$ cat src/sv/sfbc_pkg.sv
// Shared constants and types for the slab free block cache.
package sfbc_pkg;
	localparam int ENTRIES      = 32;
	localparam int WASTE_FACTOR = 4;
	localparam int IDX_W        = $clog2(ENTRIES);
	localparam int CNT_W        = $clog2(ENTRIES + 1);
	localparam int LEN_W        = 20;
	localparam int ADDR_W       = 48;
	localparam int OWN_W        = 8;
	localparam int TOT_W        = 25;
	localparam int ENT_W        = ADDR_W + LEN_W + OWN_W;
	localparam logic [20:0] LIMIT_CAP  = 21'h100000;
	localparam logic [24:0] BUDGET_CAP = 25'h1000000;

	localparam logic [1:0] ACT_ALLOC   = 2'd0;
	localparam logic [1:0] ACT_FREE    = 2'd1;
	localparam logic [1:0] ACT_RECLAIM = 2'd2;

	localparam logic [1:0] REG_MIN    = 2'd0;
	localparam logic [1:0] REG_MAX    = 2'd1;
	localparam logic [1:0] REG_BUDGET = 2'd2;
	localparam logic [1:0] REG_FLUSH  = 2'd3;

	typedef struct packed {
		logic [ADDR_W-1:0] addr;
		logic [LEN_W-1:0]  len;
		logic [OWN_W-1:0]  owner;
	} entry_t;
endpackage

$ cat src/sv/sfbc_ram.sv
// Generic single-port-write, single-read RAM with registered read data.
module sfbc_ram #(
	parameter int WIDTH = 8,
	parameter int DEPTH = 16
) (
	input  logic                     clk,
	input  logic                     we,
	input  logic [$clog2(DEPTH)-1:0] waddr,
	input  logic [WIDTH-1:0]         wdata,
	input  logic [$clog2(DEPTH)-1:0] raddr,
	output logic [WIDTH-1:0]         rdata
);
	logic [WIDTH-1:0] mem [DEPTH];

	always_ff @(posedge clk) begin
		if (we) mem[waddr] <= wdata;
		rdata <= mem[raddr];
	end
endmodule

$ cat src/sv/slab_free_block_cache_unit.sv
// Top level of the slab free block cache: sequencer, entry RAM and shared scan compare.
// Each beat is handled alone and in_stall stays high until the block is idle again. The
// table lives in a RAM of address/length/owner words, newest first, with per-slot valid and
// previous bits in flops, so reset empties it at once. One RAM read per cycle sets the pace.
// An allocate first scans the current generation and stops early on an own-thread match.
// On a miss it scans again for previous entries of exact size. A hit then fetches the entry
// and shifts the later entries down one slot to close the gap. A cached free shifts the
// table up one slot per cycle and then writes the new entry at slot 0. A released free
// passes the block address straight out with release set. A reclaim steps over the current
// entries and releases each previous entry in turn; a reclaim that is skipped gives no
// result. Results leave through one output register, and a stall there holds the block
// until the result is taken.
module slab_free_block_cache_unit (
	input  logic                        clk,
	input  logic                        arst_n,
	input  logic                        in_valid,
	output logic                        in_stall,
	input  logic [1:0]                  action,
	input  logic [31:0]                 block_size,
	input  logic [47:0]                 block_addr,
	input  logic [7:0]                  thread_id,
	input  logic [31:0]                 now_ms,
	output logic                        out_valid,
	input  logic                        out_stall,
	output logic                        hit,
	output logic [47:0]                 result_addr,
	output logic [31:0]                 actual_size,
	output logic                        release_res,
	output logic                        last,
	input  logic                        cfg_valid,
	output logic                        cfg_ready,
	input  logic [1:0]                  cfg_index,
	input  logic [31:0]                 cfg_data
);
	import sfbc_pkg::*;

	localparam logic [3:0] S_IDLE  = 4'd0;
	localparam logic [3:0] S_SCAN  = 4'd1; // allocate search, current then previous
	localparam logic [3:0] S_FETCH = 4'd2; // read the chosen entry
	localparam logic [3:0] S_TAKE  = 4'd3;
	localparam logic [3:0] S_DEL   = 4'd4; // shift down over removed slot
	localparam logic [3:0] S_INS   = 4'd5; // shift up to open slot 0
	localparam logic [3:0] S_PUT   = 4'd6; // write the new entry at slot 0
	localparam logic [3:0] S_REC   = 4'd7; // walk to the previous entries
	localparam logic [3:0] S_REL   = 4'd8; // one release beat
	localparam logic [3:0] S_OUT   = 4'd9;

	logic [3:0] state_q;
	logic [12:0] min_q;
	logic [20:0] max_q;
	logic [24:0] budget_q;
	logic [15:0] flush_q;
	logic [TOT_W-1:0] total_q;
	logic [31:0] flush_time_q;
	logic [ENTRIES-1:0] valid_q, prev_q;
	logic [CNT_W-1:0] cnt_q, idx_q, ncur_q;
	logic pass_q, cand_ok_q, rd_pend_q, rec_q;
	logic [IDX_W-1:0] cand_q, rd_idx_q;
	logic [31:0] size_q;
	logic [33:0] top_q;
	logic [OWN_W-1:0] tid_q;
	logic [ADDR_W-1:0] addr_q;
	logic [LEN_W-1:0] ilen_q;

	// RAM port
	logic we;
	logic [IDX_W-1:0] waddr, raddr;
	entry_t wdata, rdata;

	sfbc_ram #(.WIDTH(ENT_W), .DEPTH(ENTRIES)) u_ram (
		.clk(clk), .we(we), .waddr(waddr), .wdata(wdata), .raddr(raddr), .rdata(rdata)
	);

	assign cfg_ready = (state_q == S_IDLE);
	assign in_stall  = (state_q != S_IDLE);

	// request rounded up to the minimum, and the top of the waste window
	logic [31:0] size_c;
	logic [33:0] top_c;
	assign size_c = (block_size < {19'd0, min_q}) ? {19'd0, min_q} : block_size;
	assign top_c  = 34'(size_c) * 34'(WASTE_FACTOR);

	logic [20:0] limit;
	logic [24:0] budget;
	logic free_ok, age_ok;
	assign limit   = (max_q > LIMIT_CAP) ? LIMIT_CAP : max_q;
	assign budget  = (budget_q > BUDGET_CAP) ? BUDGET_CAP : budget_q;
	assign free_ok = block_size < {11'd0, limit} && total_q < budget
	                 && cnt_q < CNT_W'(ENTRIES);
	assign age_ok  = (now_ms - flush_time_q) >= {16'd0, flush_q};

	// shared compare on the entry read last cycle
	logic match, own_hit, more, scan_done;
	always_comb begin
		if (!pass_q) match = rd_pend_q && !prev_q[rd_idx_q] && {12'd0, rdata.len} >= size_q
		                     && {14'd0, rdata.len} <= top_q;
		else match = rd_pend_q && prev_q[rd_idx_q] && {12'd0, rdata.len} == size_q;
	end
	assign own_hit   = match && (rdata.owner == tid_q);
	assign more      = (idx_q < cnt_q);
	assign scan_done = own_hit || !more;

	// slots below the removed one keep their previous bit
	logic [ENTRIES-1:0] keep_lo;
	always_comb begin
		for (int i = 0; i < ENTRIES; i++) keep_lo[i] = (IDX_W'(i) < cand_q);
	end

	logic [IDX_W-1:0] ins_rd;
	assign ins_rd = idx_q[IDX_W-1:0] - 1'b1;

	always_comb begin
		we = 1'b0; waddr = rd_idx_q; wdata = rdata;
		raddr = idx_q[IDX_W-1:0];
		unique case (state_q)
			S_FETCH: raddr = cand_q;
			S_DEL: begin
				we = rd_pend_q; waddr = rd_idx_q - 1'b1;
			end
			S_INS: begin
				we = rd_pend_q; waddr = rd_idx_q + 1'b1; raddr = ins_rd;
			end
			S_PUT: begin
				we = 1'b1; waddr = '0; wdata = {addr_q, ilen_q, tid_q};
			end
			default: ;
		endcase
	end

	always_ff @(posedge clk or negedge arst_n) begin
		if (!arst_n) begin
			state_q <= S_IDLE;
			min_q <= 13'd24; max_q <= LIMIT_CAP; budget_q <= BUDGET_CAP; flush_q <= 16'd2000;
			total_q <= '0; flush_time_q <= '0; valid_q <= '0; prev_q <= '0; cnt_q <= '0;
			idx_q <= '0; ncur_q <= '0; pass_q <= 1'b0; cand_ok_q <= 1'b0; rd_pend_q <= 1'b0;
			rec_q <= 1'b0; cand_q <= '0; rd_idx_q <= '0; size_q <= '0; top_q <= '0;
			tid_q <= '0; addr_q <= '0; ilen_q <= '0;
			out_valid <= 1'b0; hit <= 1'b0; result_addr <= '0; actual_size <= '0;
			release_res <= 1'b0; last <= 1'b1;
		end else begin
			if (cfg_valid && cfg_ready) begin
				unique case (cfg_index)
					REG_MIN:    min_q <= cfg_data[12:0];
					REG_MAX:    max_q <= cfg_data[20:0];
					REG_BUDGET: budget_q <= cfg_data[24:0];
					REG_FLUSH:  flush_q <= cfg_data[15:0];
				endcase
			end
			unique case (state_q)
				S_IDLE: if (in_valid) begin
					tid_q <= thread_id; addr_q <= block_addr; ilen_q <= block_size[LEN_W-1:0];
					size_q <= size_c; top_q <= top_c;
					idx_q <= '0; ncur_q <= '0; pass_q <= 1'b0; cand_ok_q <= 1'b0;
					rd_pend_q <= 1'b0; rec_q <= 1'b0;
					hit <= 1'b0; result_addr <= '0; actual_size <= '0; release_res <= 1'b0;
					last <= 1'b1;
					unique case (action)
						ACT_ALLOC: state_q <= S_SCAN;
						ACT_FREE: begin
							if (free_ok) begin
								idx_q <= cnt_q; state_q <= S_INS;
							end else begin
								result_addr <= block_addr; release_res <= 1'b1;
								out_valid <= 1'b1; state_q <= S_OUT;
							end
						end
						ACT_RECLAIM: begin
							if (cnt_q != '0 && age_ok) begin
								flush_time_q <= now_ms; rec_q <= 1'b1; state_q <= S_REC;
							end
						end
						default: ;
					endcase
				end
				S_SCAN: begin
					// later matches are older; an own-thread match ends the pass
					if (match) begin
						cand_q <= rd_idx_q; cand_ok_q <= 1'b1;
					end
					if (!scan_done) begin
						rd_idx_q <= idx_q[IDX_W-1:0]; rd_pend_q <= 1'b1; idx_q <= idx_q + 1'b1;
					end else begin
						rd_pend_q <= 1'b0;
						if (cand_ok_q || match) state_q <= S_FETCH;
						else if (!pass_q) begin
							pass_q <= 1'b1; idx_q <= '0;
						end else begin
							actual_size <= size_q; out_valid <= 1'b1; state_q <= S_OUT;
						end
					end
				end
				S_FETCH: state_q <= S_TAKE;
				S_TAKE: begin
					hit <= 1'b1; result_addr <= rdata.addr;
					actual_size <= {12'd0, rdata.len};
					total_q <= total_q - {5'd0, rdata.len};
					idx_q <= {1'b0, cand_q} + 1'b1; rd_pend_q <= 1'b0; state_q <= S_DEL;
				end
				S_DEL: begin
					if (more) begin
						rd_idx_q <= idx_q[IDX_W-1:0]; rd_pend_q <= 1'b1; idx_q <= idx_q + 1'b1;
					end else begin
						rd_pend_q <= 1'b0;
						valid_q <= valid_q >> 1;
						prev_q <= (prev_q & keep_lo) | ((prev_q >> 1) & ~keep_lo);
						cnt_q <= cnt_q - 1'b1;
						out_valid <= 1'b1; state_q <= S_OUT;
					end
				end
				S_INS: begin
					if (idx_q != '0) begin
						rd_idx_q <= ins_rd; rd_pend_q <= 1'b1; idx_q <= idx_q - 1'b1;
					end else begin
						rd_pend_q <= 1'b0; state_q <= S_PUT;
					end
				end
				S_PUT: begin
					valid_q <= {valid_q[ENTRIES-2:0], 1'b1};
					prev_q <= {prev_q[ENTRIES-2:0], 1'b0};
					cnt_q <= cnt_q + 1'b1;
					total_q <= total_q + {5'd0, ilen_q};
					out_valid <= 1'b1; state_q <= S_OUT;
				end
				S_REC: begin
					// current entries come first; the rest are all previous
					if (!more) begin
						valid_q <= valid_q & ~prev_q; prev_q <= valid_q & ~prev_q;
						cnt_q <= ncur_q; rec_q <= 1'b0; state_q <= S_IDLE;
					end else if (!prev_q[idx_q[IDX_W-1:0]]) begin
						idx_q <= idx_q + 1'b1; ncur_q <= idx_q + 1'b1;
					end else state_q <= S_REL;
				end
				S_REL: begin
					result_addr <= rdata.addr; release_res <= 1'b1;
					last <= (idx_q + 1'b1 == cnt_q);
					total_q <= total_q - {5'd0, rdata.len};
					idx_q <= idx_q + 1'b1; out_valid <= 1'b1; state_q <= S_OUT;
				end
				S_OUT: begin
					if (!out_stall) begin
						out_valid <= 1'b0;
						state_q <= rec_q ? S_REC : S_IDLE;
					end
				end
				default: state_q <= S_IDLE;
			endcase
		end
	end

	// valid entries stay compact
	a_compact: assert property (@(posedge clk) disable iff (!arst_n)
		(valid_q & (valid_q + 1'b1)) == '0) else $error("table not compact");

	a_prev: assert property (@(posedge clk) disable iff (!arst_n)
		(prev_q & ~valid_q) == '0) else $error("previous bit on empty slot");

	a_count: assert property (@(posedge clk) disable iff (!arst_n)
		$countones(valid_q) == int'(cnt_q)) else $error("entry count out of step");

	a_busy: assert property (@(posedge clk) disable iff (!arst_n)
		out_valid |-> in_stall) else $error("result pending while idle");

	a_cfg: assert property (@(posedge clk) disable iff (!arst_n)
		cfg_ready |-> !out_valid) else $error("config open while result pending");
endmodule
$ cat config.mk
export PLATFORM = sky130hd
export DESIGN_NAME = slab_free_block_cache_unit
export DESIGN_NICKNAME = d
export VERILOG_FILES = /design/src/sv/sfbc_pkg.sv /design/src/sv/sfbc_ram.sv /design/src/sv/slab_free_block_cache_unit.sv
export SDC_FILE = /design/constraint.sdc
export NUM_CORES = 2
export LEC_CHECK = 0
export BUFFER_PORTS_ARGS = -buffer_cell sky130_fd_sc_hd__buf_2
export CELL_PAD_IN_SITES_DETAIL_PLACEMENT = 2
export CELL_PAD_IN_SITES_GLOBAL_PLACEMENT = 2
export CORE_MARGIN = 5
export CORE_UTILIZATION = 47
export CTS_CLUSTER_DIAMETER = 200
export DETAILED_ROUTE_END_ITERATION = 16
export PLACE_DENSITY_LB_ADDON = 0.1
export SYNTH_ARGS = -nofsm -noshare
export SYNTH_HDL_FRONTEND = slang
export SYNTH_SLANG_ARGS = --single-unit
export TNS_END_PERCENT = 5
$ cat constraint.sdc
create_clock -name clk -period 17.75 [get_ports clk]
set_clock_uncertainty 0.2 [all_clocks]
set_input_delay 1.775 -clock clk [delete_from_list [all_inputs] [get_ports clk]]
set_output_delay 1.775 -clock clk [all_outputs]
set_load 0.01 [all_outputs]
After elaboration in Yosys (flattened, before gate mapping)
Memories as Yosys holds them, arrays and structs flattened. A register that Yosys moved wholly into a read port is not among the register bits.
Cells that the tools add are included.
- reductions and logical operators: 56
- multipliers: 0
- add/sub/neg operators: 11
- shift-type cells: 0
- bitwise gates (word level): 6
- order comparisons: 44
- equality and inequality tests: 39
- div/mod/pow operators: 0
- multiplexer cells: 94
- operators with widths (operator ; number):
    32-bit one-hot mux with 3 select lines ; 3
    32-bit 2-to-1 mux ; 8
    48-bit 2-to-1 mux ; 3
    48-bit one-hot mux with 2 select lines ; 1
    5-bit less-than comparator, first input constant ; 16
    6-bit 2-to-1 mux ; 13
    76-bit 2-to-1 mux ; 1
    32-bit bitwise AND ; 2
    32-bit inverter ; 2
    25-bit one-hot mux with 2 select lines ; 1
    4-bit 2-to-1 mux ; 11
    6-bit one-hot mux with 7 select lines ; 1
    4-bit by 5-bit less-than comparator with 1-bit output, first input constant ; 8
    4-bit one-hot mux with 9 select lines ; 1
    20-bit by 34-bit <= comparator with 1-bit output ; 1
    31-bit by 32-bit bitwise AND with 32-bit output ; 1
    20-bit by 32-bit == test with 1-bit output ; 1
    20-bit by 32-bit >= comparator with 1-bit output ; 1
    32-bit by 16-bit >= comparator with 1-bit output ; 1
    32-bit by 13-bit less-than comparator with 1-bit output ; 1
    32-bit by 21-bit less-than comparator with 1-bit output ; 1
    32-bit bitwise OR ; 1
    32-bit subtractor ; 1
    2-bit inequality test, second input constant ; 15
    58 further kinds ; 155
- memories: 1
- RAM bits: 2432
- ROM bits: 0
- register bits after elaboration: 424
- logic and storage cells: 279
- input port bits: 161
- output and inout port bits: 86
- latch bits: 0
- memories (memory ; words ; bits a word ; rd ports ; clocked after Yosys merged registers in ; wr ports ; line ; text):
    u_ram.mem ; 32 ; 76 ; 1 ; 1 ; 1 ; sfbc_ram.sv:13 ; logic [WIDTH-1:0] mem [DEPTH];

Depth between registers and ports, before layout
- depth after elaboration: 11
- depth in mapped cells: 22
- depth with buffers taken out: 21

Modules after synthesis
From an unflattened synthesis, not the netlist that was laid out.
- cell total of the unflattened synthesis: 7648
- area, all modules: 121725.5 um2
- modules (own cells, without submodules) (module ; cells an instance ; area each (um2) ; seq. area each (um2) ; instances):
    sfbc_ram ; 4456 ; 94062.7 ; 74551.5 ; 1
    slab_free_block_cache_unit ; 3192 ; 27662.8 ; 10623.9 ; 1

Least setup slack after synthesis
Ideal clock, no wire load.
- kind: register -> register
- from: register state_q[3]
- to: memory u_ram.mem[4][0] in the netlist's numbering (enable)
- cell stages (with the launch flop): 14
- arrival time: 6.081 ns
- setup slack: 10.958 ns
- data required time: 17.039 ns
- period minus slack after synthesis: 6.792 ns
- setup time: 0.511 ns
- buffers on the path: 0
- path through: dfrtp_1 nand2b_1 nor2_1 nand2_1 clkinv_1 fa_1 inv_1 a21o_1 a21oi_1 mux2i_1 o22ai_1 a22o_1 or3_1 nor2_1
- cells in the longest elaborated chain, start to end: 5
- elaborated cells on any way between the ends: 8
- those cells by class: eq/ne (3); mux (4); reduce/logical (1)
- RTL lines (element ; line ; text):
    start, declared ; slab_free_block_cache_unit.sv:48 ; logic [3:0] state_q;
    start signal, assigned ; slab_free_block_cache_unit.sv:242 ; state_q <= rec_q ? S_REC : S_IDLE;
    4-bit by 3-bit == test with 1-bit output ; slab_free_block_cache_unit.sv:115 ; unique case (state_q)
    2-bit OR reduction (no line) ; n/a ;
    1-bit one-hot mux with 2 select lines ; slab_free_block_cache_unit.sv:115 ;
    1-bit 2-to-1 mux ; sfbc_ram.sv:16 ; if (we) mem[waddr] <= wdata;
    1-bit 2-to-1 mux (not written as such) ; sfbc_ram.sv:16 ;
    end, declared ; sfbc_ram.sv:13 ;
Parallel ways exist; a longest one is shown, timed or not.

Worst setup path in the final report
- from: register state_q[2]
- to: memory u_ram.mem[11][40] in the netlist's numbering (enable)
Same word-level chain as after synthesis.

==> out/metrics.yaml <==
status: "finished, final reports clean"
final-hold-violation-count: 0
synth_top_cell_by_area: "sky130_fd_sc_hd__edfxtp_1"
finalWorstSetupSlack_ns: 9.82
tritoncts: "done"
drt_pre_antenna_iters: 6
finalSetupViolations: 0
area.growth.synth_to_final_pct: 12.4
achievable-frequency_ghz: 0.126
cp_data_arrival_time_ns: 8.26
die-height_um: 526
grt_pass1_wl_mm: 728
synth-edff-count: 2432
vdd.ir_drop.worst_mv: 0.254
wl_met3_mm: 36.3
cts-resized-gates: 0
placementRows: 189
finalWorstPathRequiredPeriod_ns: 7.93
yosysWarningCount: 0
sequential_cell_area_um2: 85200
syn-instance-count: 10606
numClockSinks: 2932
mappedNetlistNets: 10959
placement.setup.worst_slack_ns: 9.68
slew-limit-headroom: 0.0720
setup.worst_path.class: "flop to flop"
routedLengthMet1_mm: 190
clk_root_buffer_cell: "sky130_fd_sc_hd__clkbuf_16"
p_per_cell_area_nw_per_um2: 203
number_of_global_route_vias_before_repair: 102759
post-synth-top-count-cell: "sky130_fd_sc_hd__nand2_1"
grt_overflow: 0
post_synth_main_area_contributors: "sky130_fd_sc_hd__edfxtp_1, sky130_fd_sc_hd__nand2_1, sky130_fd_sc_hd__dfrtp_1"
ioPinCount: 247
critical_path.most_common_cell: "sky130_fd_sc_hd__buf_4"
multi_input_gate_area_in_the_final_layout_um2: 37100
timing.critical_path.required_ns: 18.08
ys_dominant_reg_cell: "sky130_fd_sc_hd__edfxtp_1"
yosys_register_bits: 2932
worst_skew_pair.late_latency_ns: 0.98
vias: 94380
h-tree-depth: 5
gpl.final_weighted_congestion: 0.820
nNetsFinal: 10981
startpoint_type: "flop"
cts.hold.buffers_added: 0
yosys.area.top_type_share: 0.584
setup_total_negative_slack_ns: 0
synth_cell_type_count: 83
initialDrtViolationCount: 10591
yosysSeqAreaShare: 0.681
dr_wl_met2_mm: 250
dieArea_um2: 276000
max_cap_viol_count: 0
final_worst_path_period_share: 0.447
type_of_destination_of_the_critical_path: "flop"
cts.clk_slew.worst_paths_ns: 0.06
worstPathCellList: "nand2b_1 -> nor2_1 -> nand2_1 -> clkinv_1 -> fa_1 -> inv_1 -> a21o_1 -> a21oi_1 -> mux2i_1 -> o22ai_1 -> a22o_1 -> nand3b_1 -> nor2_4 -> buf_4 -> buf_4"
grt_setup_unrepaired: "no"
synth_commonest_cells: "sky130_fd_sc_hd__nand2_1, sky130_fd_sc_hd__edfxtp_1, sky130_fd_sc_hd__nand3_1, sky130_fd_sc_hd__clkbuf_1, sky130_fd_sc_hd__dfrtp_1"
place_hpwl_mm: 253
hold_path.class: "flop to flop"
final_routed_drc_violation_total: 0
numCtsBuffers: 319
area_of_the_mapped_netlist_um2: 125000
slowest_delay_ns: 1.03
initial_core_util: 0.472
postSynth.asyncResetShare: 0.145
numPortBuffers: 239
crit_path_max_fanout: 31
clock_path_buffers: 4
cp_slowest_cell: "sky130_fd_sc_hd__nor2_4"
p_leak_nw: 51.9
via_per_inst: 6.54
fillCellCount: 25064
timing.final.max_slew_violations: 0
grt_max_degree: 161
grt_use_total: 0.352
tightestPinTransition_ns: 1.39
drive_above_1_share: 0.106
fp.dieW_um: 526
buffers_inserted_by_post_cts_timing_repair: 0
average_size_of_a_mapped_cell_um2: 11.8
routedWlPerCell_um: 34.8
ant_nets: 0
area_of_the_core_um2: 265000
antenna_violations_before_repair: 12
top_layer: "met4"
finalWirelength_mm: 502
power breakdown:
group | leakage [nW] | switching, mW | total (mW) | internal, mW
Clock | 5.19 | 3.04 | 7.03 | 3.99
Sequential | 27.9 | 0.621 | 9.59 | 8.97
Combinational | 18.8 | 8.73 | 11.9 | 3.21
Total | 51.9 | 12.4 | 28.6 | 16.2
cell families after synthesis:
family                     share of synthesized area
AOI/OAI and AO/OA                             0.0742
xor gates and xnor gates                     0.00596
adders and majority gates                     0.0195
buffers and inverters                         0.0255
DFF                                            0.681
muxes                                         0.0216
and+or+nand+nor                                0.172
state kept, by name, summed over array words and instances (netlist names), 8 cells and up, named ones only:
register and flops:
actual_size 32, addr_q 48, budget_q 25, flush_q 16, flush_time_q 32, ilen_q 20
max_q 21, min_q 13, result_addr 48, size_q 32, tid_q 8, total_q 25
u_ram.mem 2432, u_ram.rdata 76, valid_q 32
critical path: cells and delay by family (launching register included):
kind            cells  cell delay [ns]
compound gates      4             0.98
fa+ha+maj           1             0.31
simple gates        5             2.73
flops               1             0.69
mux                 1             0.26
buf+inv             4             2.23
path summary, 6_finish.rpt:
path	startpoint	end	slack [ns]	cells after the start
setup / recovery	state_q[2]	u_ram.mem[11][40]	9.82	15
hold / removal	addr_q[20]	addr_q[20]	0.27	2
setup reg to reg	state_q[2]	u_ram.mem[11][40]	9.82	15
hold reg to reg	addr_q[20]	addr_q[20]	0.27	2
max in group asynchronous	arst_n	flush_time_q[24]	13.59	4
min in group asynchronous	arst_n	valid_q[21]	0.64	1
stage by stage:
step                      hold slack [ns]  total power [mW]   util  cell area (µm²)  std cells
after floorplan                     0.240              16.8      -           125000      10606
after global placement              0.252              20.1  0.490           130000      13840
after detailed placement            0.261              21.0  0.490           130000      13840
after CTS                           0.276              28.4  0.530           140000      14424
after global routing                0.303              29.7  0.530           140000      14425
final                               0.270              28.6  0.530           140000      14428
layout make-up:
cell class | count | area share
flip-flops and latches | 2932 | 0.606
diodes | 4 | 0.0000712
inverters | 133 | 0.00355
multi-input cells | 6845 | 0.264
clock inverters | 149 | 0.0117
clock buffers | 435 | 0.0638
repair buffers | 397 | 0.0193
well taps | 3533 | 0.0315
layer usage:
layer / global-route usage / up-vias
met5: 0 / -
met4: 0.158 / 0
met3: 0.0464 / 1362
met2: 0.605 / 4972
met1: 0.447 / 49462
li1: - / 38584
cell usage in the layout, fill, tap and decap left out, types with 72 or more instances in the layout:
cell type,n
sky130_fd_sc_hd__ha_1,188
sky130_fd_sc_hd__dfrtp_1,412
sky130_fd_sc_hd__a31oi_1,117
sky130_fd_sc_hd__nand2_1,3055
sky130_fd_sc_hd__edfxtp_1,2432
sky130_fd_sc_hd__buf_4,133
sky130_fd_sc_hd__clkbuf_16,328
sky130_fd_sc_hd__a311oi_1,384
sky130_fd_sc_hd__o21ai_0,259
sky130_fd_sc_hd__inv_1,128
sky130_fd_sc_hd__a21o_1,122
sky130_fd_sc_hd__nand3_1,1280
sky130_fd_sc_hd__nor2_1,203
sky130_fd_sc_hd__a21oi_1,277
sky130_fd_sc_hd__dfxtp_1,76
sky130_fd_sc_hd__mux2_2,166
sky130_fd_sc_hd__and3_1,210
sky130_fd_sc_hd__buf_2,238
sky130_fd_sc_hd__clkbuf_1,72
No activity file was read; power rests on OpenSTA's default activity.
